===== src/hw/rtl/aesf_pkg.sv =====
// Shared types and constants for the attitude error state feedback unit.
package aesf_pkg;

  localparam int unsigned DEF_SAMPLE_WIDTH = 16;
  localparam int unsigned VALUE_W    = 16;
  localparam int unsigned GAIN_W     = 16;
  localparam int unsigned ERR_W      = 34;
  localparam int unsigned MUL_A_W    = 34;
  localparam int unsigned PROD_W     = MUL_A_W + GAIN_W;
  localparam int unsigned ACC_W      = 56;
  localparam int unsigned RATE_SHIFT = 19;
  localparam int unsigned OUT_SHIFT  = 21;
  localparam int unsigned TORQUE_W   = 32;
  localparam int unsigned NUM_CFG    = 6;
  localparam int unsigned CFG_W      = 48;
  localparam int unsigned CFG_IDX_W  = 3;
  localparam int unsigned MAT_DEPTH  = 9;
  localparam int unsigned VEC_DEPTH  = 3;

  typedef enum logic [1:0] {
    FUNC_LOAD_CUR  = 2'd0,
    FUNC_LOAD_DES  = 2'd1,
    FUNC_LOAD_RATE = 2'd2,
    FUNC_COMPUTE   = 2'd3
  } func_e;

  typedef enum logic [1:0] {
    AXIS_X = 2'd0,
    AXIS_Y = 2'd1,
    AXIS_Z = 2'd2
  } axis_e;

  typedef enum logic [1:0] {
    ST_IDLE,
    ST_RUN,
    ST_FLUSH
  } state_e;

  // One multiply-accumulate step plus the load strobe.
  typedef struct packed {
    logic       load;
    logic       valid;
    logic       tau;
    logic [3:0] idx_d;
    logic [3:0] idx_c;
    logic [1:0] sel;
    logic       rate_src;
    logic       sub;
    logic       first;
    logic       done;
    logic [1:0] grp;
  } cmd_t;

endpackage


===== src/hw/rtl/attitude_error_state_feedback_unit.sv =====
// Top level of the attitude error state feedback unit.
// Usage:
//   Input beats are taken when start is high and busy is low. func_i selects
//   a load of the current attitude, the desired attitude or the body rate
//   (element index_i, value value_i), or a compute.
//   A load beat leaves busy low.
//   A compute runs 36 multiply-accumulate steps on one shared 34x16
//   multiplier (18 for the attitude error, 18 for the torques) and then
//   drains the pipeline; busy stays high through the run and the drain.
//   Results appear with strobe_o high for one cycle each, for axis x, y
//   and z in that order; last_o marks z.
//   A new beat may be taken in the cycle the z result is shown.
//   The receiver cannot stall: each result is accepted in its strobe cycle.
//   The user must write the gain registers on the cfg channel (always ready) only while idle;
//   the block does not enforce it. Reset clears the stores, the gains and the sequencer.
module attitude_error_state_feedback_unit #(
  parameter int unsigned SAMPLE_WIDTH = aesf_pkg::DEF_SAMPLE_WIDTH
) (
  input  logic                                 clk_i,
  input  logic                                 rst_ni,
  input  logic                                 start,
  output logic                                 busy,
  input  logic [1:0]                           func_i,
  input  logic [3:0]                           index_i,
  input  logic signed [aesf_pkg::VALUE_W-1:0]  value_i,
  input  logic                                 cfg_valid_i,
  output logic                                 cfg_ready_o,
  input  logic [aesf_pkg::CFG_IDX_W-1:0]       cfg_index_i,
  input  logic [aesf_pkg::CFG_W-1:0]           cfg_data_i,
  output logic                                 strobe_o,
  output logic [1:0]                           axis_o,
  output logic signed [aesf_pkg::TORQUE_W-1:0] torque_o,
  output logic                                 last_o
);

  aesf_pkg::cmd_t cmd;

  assign cfg_ready_o = 1'b1;

  aesf_ctrl u_ctrl (
    .clk_i  (clk_i),
    .rst_ni (rst_ni),
    .start  (start),
    .func_i (func_i),
    .busy   (busy),
    .cmd_o  (cmd)
  );

  aesf_datapath #(
    .SAMPLE_WIDTH (SAMPLE_WIDTH)
  ) u_datapath (
    .clk_i       (clk_i),
    .rst_ni      (rst_ni),
    .cmd_i       (cmd),
    .func_i      (func_i),
    .index_i     (index_i),
    .value_i     (value_i),
    .cfg_we_i    (cfg_valid_i && cfg_ready_o),
    .cfg_index_i (cfg_index_i),
    .cfg_data_i  (cfg_data_i),
    .strobe_o    (strobe_o),
    .axis_o      (axis_o),
    .torque_o    (torque_o),
    .last_o      (last_o)
  );

  a_compute_busy: assert property (@(posedge clk_i) disable iff (!rst_ni)
    start && !busy && (func_i == aesf_pkg::FUNC_COMPUTE) |=> busy)
    else $error("compute beat did not raise busy");

  a_load_idle: assert property (@(posedge clk_i) disable iff (!rst_ni)
    start && !busy && (func_i != aesf_pkg::FUNC_COMPUTE) |=> !busy)
    else $error("load beat raised busy");

  a_last_z: assert property (@(posedge clk_i) disable iff (!rst_ni)
    strobe_o |-> (last_o == (axis_o == aesf_pkg::AXIS_Z)))
    else $error("last does not match z axis");

  a_y_spacing: assert property (@(posedge clk_i) disable iff (!rst_ni)
    strobe_o && (axis_o == aesf_pkg::AXIS_Y) |->
      $past(strobe_o, 6) && ($past(axis_o, 6) == aesf_pkg::AXIS_X))
    else $error("y result not six cycles after x");

  a_z_spacing: assert property (@(posedge clk_i) disable iff (!rst_ni)
    strobe_o && (axis_o == aesf_pkg::AXIS_Z) |->
      $past(strobe_o, 6) && ($past(axis_o, 6) == aesf_pkg::AXIS_Y))
    else $error("z result not six cycles after y");

endmodule


===== src/hw/rtl/aesf_ctrl.sv =====
// Sequencer that walks the attitude error and torque multiply-accumulate steps.
module aesf_ctrl (
  input  logic               clk_i,
  input  logic               rst_ni,
  input  logic               start,
  input  logic [1:0]         func_i,
  output logic               busy,
  output aesf_pkg::cmd_t     cmd_o
);

  aesf_pkg::state_e state_q, state_d;
  logic       phase_q, phase_d;
  logic [1:0] grp_q, grp_d;
  logic [2:0] term_q, term_d;
  logic       flush_q, flush_d;

  logic       accept;
  logic [1:0] k;
  logic [1:0] col_a;
  logic [1:0] col_b;

  assign busy   = (state_q != aesf_pkg::ST_IDLE);
  assign accept = start && !busy;

  always_ff @(posedge clk_i or negedge rst_ni) begin
    if (!rst_ni) begin
      state_q <= aesf_pkg::ST_IDLE;
      phase_q <= 1'b0;
      grp_q   <= 2'd0;
      term_q  <= 3'd0;
      flush_q <= 1'b0;
    end else begin
      state_q <= state_d;
      phase_q <= phase_d;
      grp_q   <= grp_d;
      term_q  <= term_d;
      flush_q <= flush_d;
    end
  end

  always_comb begin
    unique case (grp_q)
      2'd0:    begin col_a = 2'd2; col_b = 2'd1; end
      2'd1:    begin col_a = 2'd0; col_b = 2'd2; end
      2'd2:    begin col_a = 2'd1; col_b = 2'd0; end
      default: begin col_a = 2'd0; col_b = 2'd0; end
    endcase
  end

  assign k = term_q[2:1];

  always_comb begin
    state_d = state_q;
    phase_d = phase_q;
    grp_d   = grp_q;
    term_d  = term_q;
    flush_d = flush_q;

    cmd_o          = '0;
    cmd_o.load     = accept && (func_i != aesf_pkg::FUNC_COMPUTE);
    cmd_o.tau      = phase_q;
    cmd_o.grp      = grp_q;
    cmd_o.idx_d    = 4'(k) * 4'd3 + 4'(term_q[0] ? col_b : col_a);
    cmd_o.idx_c    = 4'(k) * 4'd3 + 4'(term_q[0] ? col_a : col_b);
    cmd_o.rate_src = phase_q && (term_q >= 3'd3);
    cmd_o.sel      = phase_q ? ((term_q >= 3'd3) ? 2'(term_q - 3'd3) : term_q[1:0]) : grp_q;
    cmd_o.sub      = phase_q ? 1'b1 : term_q[0];
    cmd_o.first    = (term_q == 3'd0);
    cmd_o.done     = (term_q == 3'd5);

    unique case (state_q)
      aesf_pkg::ST_IDLE: begin
        if (accept && (func_i == aesf_pkg::FUNC_COMPUTE)) begin
          state_d = aesf_pkg::ST_RUN;
          phase_d = 1'b0;
          grp_d   = 2'd0;
          term_d  = 3'd0;
        end
      end
      aesf_pkg::ST_RUN: begin
        cmd_o.valid = 1'b1;
        if (term_q == 3'd5) begin
          term_d = 3'd0;
          if (grp_q == 2'd2) begin
            grp_d = 2'd0;
            if (phase_q) begin
              state_d = aesf_pkg::ST_FLUSH;
              flush_d = 1'b0;
            end else begin
              phase_d = 1'b1;
            end
          end else begin
            grp_d = grp_q + 2'd1;
          end
        end else begin
          term_d = term_q + 3'd1;
        end
      end
      aesf_pkg::ST_FLUSH: begin
        flush_d = 1'b1;
        if (flush_q) begin
          state_d = aesf_pkg::ST_IDLE;
        end
      end
      default: begin
        state_d = aesf_pkg::ST_IDLE;
      end
    endcase
  end

endmodule


===== src/hw/rtl/aesf_datapath.sv =====
// Stores, gain registers, shared multiplier, accumulator and torque output stage.
module aesf_datapath #(
  parameter int unsigned SAMPLE_WIDTH = aesf_pkg::DEF_SAMPLE_WIDTH
) (
  input  logic                                clk_i,
  input  logic                                rst_ni,
  input  aesf_pkg::cmd_t                      cmd_i,
  input  logic [1:0]                          func_i,
  input  logic [3:0]                          index_i,
  input  logic signed [aesf_pkg::VALUE_W-1:0] value_i,
  input  logic                                cfg_we_i,
  input  logic [aesf_pkg::CFG_IDX_W-1:0]      cfg_index_i,
  input  logic [aesf_pkg::CFG_W-1:0]          cfg_data_i,
  output logic                                strobe_o,
  output logic [1:0]                          axis_o,
  output logic signed [aesf_pkg::TORQUE_W-1:0] torque_o,
  output logic                                last_o
);

  localparam int unsigned VALUE_BITS =
      (SAMPLE_WIDTH < aesf_pkg::VALUE_W) ? SAMPLE_WIDTH : aesf_pkg::VALUE_W;
  localparam int unsigned SHIFTED_W = aesf_pkg::ACC_W - aesf_pkg::OUT_SHIFT;

  typedef struct packed {
    logic       valid;
    logic       tau;
    logic       shift;
    logic       sub;
    logic       first;
    logic       done;
    logic [1:0] grp;
  } stage_t;

  logic [VALUE_BITS-1:0] cur_q  [aesf_pkg::MAT_DEPTH];
  logic [VALUE_BITS-1:0] des_q  [aesf_pkg::MAT_DEPTH];
  logic [VALUE_BITS-1:0] rate_q [aesf_pkg::VEC_DEPTH];
  logic [aesf_pkg::CFG_W-1:0] gain_q [aesf_pkg::NUM_CFG];
  logic signed [aesf_pkg::ERR_W-1:0] err_q [aesf_pkg::VEC_DEPTH];

  logic signed [aesf_pkg::MUL_A_W-1:0] mul_a;
  logic signed [aesf_pkg::GAIN_W-1:0]  mul_b;
  logic [aesf_pkg::CFG_W-1:0]          gain_word;
  logic signed [aesf_pkg::PROD_W-1:0]  prod_d, prod_q;
  stage_t                              st1_q;

  logic signed [aesf_pkg::ACC_W-1:0] acc_q, acc_d, acc_base, prod_ext, aligned;
  logic                              tau_done_q;
  logic [1:0]                        axis2_q;

  logic signed [aesf_pkg::ACC_W-1:0] rnd;
  logic signed [SHIFTED_W-1:0]       shifted;
  logic signed [aesf_pkg::TORQUE_W-1:0] sat;

  logic strobe_q, last_q;
  logic [1:0] axis_q;
  logic signed [aesf_pkg::TORQUE_W-1:0] torque_q;

  // Load beats and configuration writes
  always_ff @(posedge clk_i or negedge rst_ni) begin
    if (!rst_ni) begin
      for (int i = 0; i < int'(aesf_pkg::MAT_DEPTH); i++) begin
        cur_q[i] <= '0;
        des_q[i] <= '0;
      end
      for (int i = 0; i < int'(aesf_pkg::VEC_DEPTH); i++) begin
        rate_q[i] <= '0;
      end
      for (int i = 0; i < int'(aesf_pkg::NUM_CFG); i++) begin
        gain_q[i] <= '0;
      end
    end else begin
      if (cmd_i.load) begin
        unique case (func_i)
          aesf_pkg::FUNC_LOAD_CUR: begin
            if (index_i < 4'(aesf_pkg::MAT_DEPTH)) begin
              cur_q[index_i] <= value_i[VALUE_BITS-1:0];
            end
          end
          aesf_pkg::FUNC_LOAD_DES: begin
            if (index_i < 4'(aesf_pkg::MAT_DEPTH)) begin
              des_q[index_i] <= value_i[VALUE_BITS-1:0];
            end
          end
          aesf_pkg::FUNC_LOAD_RATE: begin
            if (index_i < 4'(aesf_pkg::VEC_DEPTH)) begin
              rate_q[index_i[1:0]] <= value_i[VALUE_BITS-1:0];
            end
          end
          default: begin
          end
        endcase
      end
      if (cfg_we_i && (cfg_index_i < aesf_pkg::CFG_IDX_W'(aesf_pkg::NUM_CFG))) begin
        gain_q[cfg_index_i] <= cfg_data_i;
      end
    end
  end

  // Operand selection
  assign gain_word = gain_q[{cmd_i.grp, cmd_i.rate_src}];

  always_comb begin
    if (cmd_i.tau) begin
      mul_a = cmd_i.rate_src ? aesf_pkg::MUL_A_W'($signed(rate_q[cmd_i.sel]))
                             : err_q[cmd_i.sel];
      unique case (cmd_i.sel)
        2'd0:    mul_b = $signed(gain_word[15:0]);
        2'd1:    mul_b = $signed(gain_word[31:16]);
        2'd2:    mul_b = $signed(gain_word[47:32]);
        default: mul_b = '0;
      endcase
    end else begin
      mul_a = aesf_pkg::MUL_A_W'($signed(des_q[cmd_i.idx_d]));
      mul_b = aesf_pkg::GAIN_W'($signed(cur_q[cmd_i.idx_c]));
    end
  end

  assign prod_d = mul_a * mul_b;

  always_ff @(posedge clk_i) begin
    prod_q <= prod_d;
  end

  always_ff @(posedge clk_i or negedge rst_ni) begin
    if (!rst_ni) begin
      st1_q <= '0;
    end else begin
      st1_q.valid <= cmd_i.valid;
      st1_q.tau   <= cmd_i.tau;
      st1_q.shift <= cmd_i.tau && cmd_i.rate_src;
      st1_q.sub   <= cmd_i.sub;
      st1_q.first <= cmd_i.first;
      st1_q.done  <= cmd_i.done;
      st1_q.grp   <= cmd_i.grp;
    end
  end

  // Accumulate
  assign prod_ext = aesf_pkg::ACC_W'(prod_q);
  assign aligned  = st1_q.shift ? (prod_ext <<< aesf_pkg::RATE_SHIFT) : prod_ext;
  assign acc_base = st1_q.first ? '0 : acc_q;
  assign acc_d    = st1_q.sub ? (acc_base - aligned) : (acc_base + aligned);

  always_ff @(posedge clk_i) begin
    if (st1_q.valid) begin
      acc_q <= acc_d;
      if (st1_q.done && !st1_q.tau) begin
        err_q[st1_q.grp] <= acc_d[aesf_pkg::ERR_W-1:0];
      end
    end
    axis2_q <= st1_q.grp;
  end

  always_ff @(posedge clk_i or negedge rst_ni) begin
    if (!rst_ni) begin
      tau_done_q <= 1'b0;
    end else begin
      tau_done_q <= st1_q.valid && st1_q.tau && st1_q.done;
    end
  end

  // Round to nearest and saturate
  assign rnd     = acc_q + (aesf_pkg::ACC_W'(1) <<< (aesf_pkg::OUT_SHIFT - 1));
  assign shifted = rnd[aesf_pkg::ACC_W-1:aesf_pkg::OUT_SHIFT];

  always_comb begin
    if (shifted[SHIFTED_W-1:aesf_pkg::TORQUE_W-1] == '0 ||
        shifted[SHIFTED_W-1:aesf_pkg::TORQUE_W-1] == '1) begin
      sat = shifted[aesf_pkg::TORQUE_W-1:0];
    end else if (shifted[SHIFTED_W-1]) begin
      sat = {1'b1, {(aesf_pkg::TORQUE_W-1){1'b0}}};
    end else begin
      sat = {1'b0, {(aesf_pkg::TORQUE_W-1){1'b1}}};
    end
  end

  always_ff @(posedge clk_i or negedge rst_ni) begin
    if (!rst_ni) begin
      strobe_q <= 1'b0;
      last_q   <= 1'b0;
    end else begin
      strobe_q <= tau_done_q;
      last_q   <= tau_done_q && (axis2_q == aesf_pkg::AXIS_Z);
    end
  end

  always_ff @(posedge clk_i) begin
    if (tau_done_q) begin
      torque_q <= sat;
      axis_q   <= axis2_q;
    end
  end

  assign strobe_o = strobe_q;
  assign axis_o   = axis_q;
  assign torque_o = torque_q;
  assign last_o   = last_q;

endmodule


===== config.mk =====
export PLATFORM = sky130hd
export DESIGN_NAME = attitude_error_state_feedback_unit
export DESIGN_NICKNAME = d
export VERILOG_FILES = /design/src/hw/rtl/aesf_pkg.sv /design/src/hw/rtl/attitude_error_state_feedback_unit.sv /design/src/hw/rtl/aesf_ctrl.sv /design/src/hw/rtl/aesf_datapath.sv
export SDC_FILE = /design/constraint.sdc
export NUM_CORES = 2
export LEC_CHECK = 0
export BUFFER_PORTS_ARGS = -buffer_cell sky130_fd_sc_hd__buf_2
export CAP_MARGIN = 20
export CORE_MARGIN = 2
export CORE_UTILIZATION = 40
export DETAILED_ROUTE_END_ITERATION = 6
export PLACE_DENSITY = 0.62
export SKIP_CTS_REPAIR_TIMING = 1
export SLEW_MARGIN = 20
export SYNTH_ARGS = -nofsm -noshare
export SYNTH_HDL_FRONTEND = slang
export SYNTH_SLANG_ARGS = --single-unit

===== constraint.sdc =====
create_clock -name clk_i -period 24 [get_ports clk_i]
set_input_delay 4.8 -clock clk_i [delete_from_list [all_inputs] [get_ports clk_i]]
set_output_delay 4.8 -clock clk_i [all_outputs]
set_load 0.01 [all_outputs]

==> run_results.csv <==
group,metric,value,unit
run_status,outcome,"finished, final reports clean",
clock_tree,cts.clk_slew.worst_paths,0.06,ns
floorplanning,start_util,0.402,
floorplanning,die_h,400,µm
sta,fin_crit,11.31,ns
final_layout,layout_common_cells,"dfrtp_1 (638), mux2_2 (632), inv_1 (619), nand2_1 (562), fa_1 (516)",
sta,tns,0,ns
logic_synthesis,yosys.area.top_type,"dfrtp_1",
final_layout,drive_gt1_frac,0.202,
logic_synthesis,yosys.area_share.simple,0.108,
logic_synthesis,async_flop_share,0.725,
global_routing,grt_pass1_vias,44439,
logic_synthesis,ys_seq_area_frac,0.365,
global_routing,gr-usage-met3,0.0375,
placement,io_buffers,113,
setup_path,rrSetupSlack,12.69,ns
global_routing,gr-usage-all-layers,0.216,
global_routing,grt_max_degree,175,
setup_path,critPathLaunch,"u_ctrl.term_q[0]",
setup_path,crit_cells,30,
setup_path,timing.rr.start,"u_ctrl.term_q[0]",
global_routing,top_usage_layer,"met2",
floorplanning,core,156000,µm²
detailed_routing,drtPass1Iterations,6,
setup_path,cp_top_family,"adder cells",
setup_path,cpMaxStageDelayCell,"nor3_1",
placement,hpwl,123,mm
logic_synthesis,synth_edf_count,192,
floorplanning,dieArea,160000,µm²
setup_path,r2r_cells,30,
clock_tree,clk_latency,0.73,ns
clock_tree,cts_max_level,3,
final_layout,final_common_cell,"dfrtp_1",
detailed_routing,wl,173,mm
logic_synthesis,synth_fa_ha_area_frac,0.202,
setup_path,cp_max_fo,40,
logic_synthesis,syn_nets,6590,
logic_synthesis,synthMuxAreaShare,0.158,
setup_path,crit_path_end_kind,"flop",
detailed_routing,drt-initial-drc-count,3371,
sta,final.period_utilization,0.471,
final_layout,layoutNonFillerInstCount,7903,
floorplanning,floorplan.io_pins,115,
placement,gp_congestion,0.929,
logic_synthesis,ys.flop_type,"dfrtp_1",
clock_tree,cts_root_buffer,"clkbuf_16",
final_layout,nets,6544,
sta,rsz0062_at_grt,"no",
placement,place_inst,7726,
logic_synthesis,synth_top_family_by_area,"adder cells",
logic_synthesis,yosysWarnings,0,
detailed_routing,drc_errors,0,
logic_synthesis,ys_ff_latch,888,
detailed_routing,wl_per_cell,21.9,µm
detailed_routing,postRouteAntennaNets,0,
logic_synthesis,synth-compound-area-share,0.0797,
clock_tree,cts_tree,"done",
global_routing,use_met2,0.336,
sta,setup_violations,0,
final_layout,area_growth,8.98,%
setup_path,worst_ep_required_time,24.57,ns
sta,skew,0.0600,ns
clock_tree,cts_sinks,888,
sta,fmax,0.0884,GHz
detailed_routing,vias,43510,
logic_synthesis,syn_area_per_cell,10.8,µm²
setup_path,cp-start-kind,"flop",
logic_synthesis,syn_area,62800,µm²
logic_synthesis,yosysUniqueCellTypes,95,
detailed_routing,viasPerCell,5.51,
logic_synthesis,synth_cells,5810,
sta,final.hold.worst_slack,0.415,ns
setup_path,crit_arrival,11.88,ns
global_routing,grt_pass1_wl,271,mm
sta,slew_headroom,0.208,
setup_path,cp_common_cell,"fa_1",
run,maxCapViolCount,0,
setup_path,crit_buf_inv,4,
sta,tightest_slew,1.18,ns
sta,final_max_slew_viol_count,0,
setup_path,crit_type,"reg2reg",
setup_path,crit_end,"u_datapath.prod_q[44]",
setup_path,cpPeakStageDelay,1.00,ns
clock_tree,cts_buffers,94,
clock_tree,clock_path_buffers,3,
global_routing,grt.overflow.total,0,
floorplanning,rows,145,
floorplanning,die_w,400,µm
sta,hold_violations,0,
worst_hold_path,min_path_type,"reg2reg",
global_routing,met1_usage,0.314,
logic_synthesis,synthXorXnorAreaFrac,0.0266,
logic_synthesis,synthTopCellsByArea,"dfrtp_1 (26%), fa_1 (17%), mux2_2 (11%), edfxtp_1 (9.2%), inv_1 (3.7%)",
logic_synthesis,synth.top_cell.area_share,0.256,
setup_path,worstReg2RegEnd,"u_datapath.prod_q[44]",
global_routing,antenna_found_initial,14,
per-stage QoR:
step	area, µm²	utilization	worst slack (ns)
6_report	68500	0.438	12.69
5_1_grt	68500	0.438	12.15
4_1_cts	68500	0.438	12.82
3_5_place_dp	65300	0.418	12.91
3_3_place_gp	65300	0.418	13.01
2_1_floorplan	62800	-	14.21
Yosys cell counts (38+ instances only):
cell      count
nand3_1      76
nor2b_1      99
xnor2_1     111
a21oi_1     258
dfxtp_1      52
inv_1       619
mux2i_1      79
a21o_1       60
nand2b_1     92
mux2_2      633
nand2_1     563
ha_1        185
fa_1        518
nor3_1       51
a31oi_1      94
a211oi_1     38
o21ai_0     104
dfrtp_1     644
mux4_2       85
nor2_1      449
buf_2       100
edfxtp_1    192
xor2_1       80
clkbuf_1    181
worst min path at each step:
stage	from	slack, ns	endpoint	depth (start not counted)
global placement	u_datapath.axis2_q[0]	0.41	u_datapath.last_o	1
CTS	u_datapath.axis2_q[0]	0.42	u_datapath.last_o	1
finish	u_datapath.axis2_q[0]	0.41	u_datapath.last_o	1
global route	u_datapath.axis2_q[0]	0.45	u_datapath.last_o	1
floorplan	u_ctrl.grp_q[0]	0.35	u_datapath.st1_q[0]	0
detailed placement	u_datapath.axis2_q[0]	0.41	u_datapath.last_o	1
registers in the layout, indices dropped and copies added, names as in the netlist, 3 cells and up:
signal / flops
u_ctrl.term_q: 3
u_datapath.des_q: 144
u_datapath.prod_q: 50
u_datapath.torque_o: 32
u_datapath.st1_q: 8
u_datapath.acc_q: 56
u_datapath.gain_q: 288
u_datapath.err_q: 102
u_datapath.cur_q: 144
u_datapath.rate_q: 48
cell type report:
cell class	count	area [µm²]
tap	2058	2570
clock buffer	135	2740
fill	14521	87700
timing repair buffer	189	1160
antenna	4	10.0
multi-input combinational	3971	36300
inverter	620	2330
sequential	888	22900
clock inverter	38	448
layer usage:
layer,vias to the layer above,share of wire
met1,22448,0.46
met3,222,0.067
met5,-,0
met4,0,0.022
met2,1424,0.46
li1,19416,-
kinds of logic after synthesis:
family,count (synthesis)
other,1
AOI/OAI and AO/OA,774
DFF,888
xor gates and xnor gates,191
muxes,801
and+or+nand+nor,1501
buffers and inverters,951
adders and majority gates,703
Power is not shown: default switching activity piles up to over one toggle a cycle in this logic, so the estimate is an artifact.
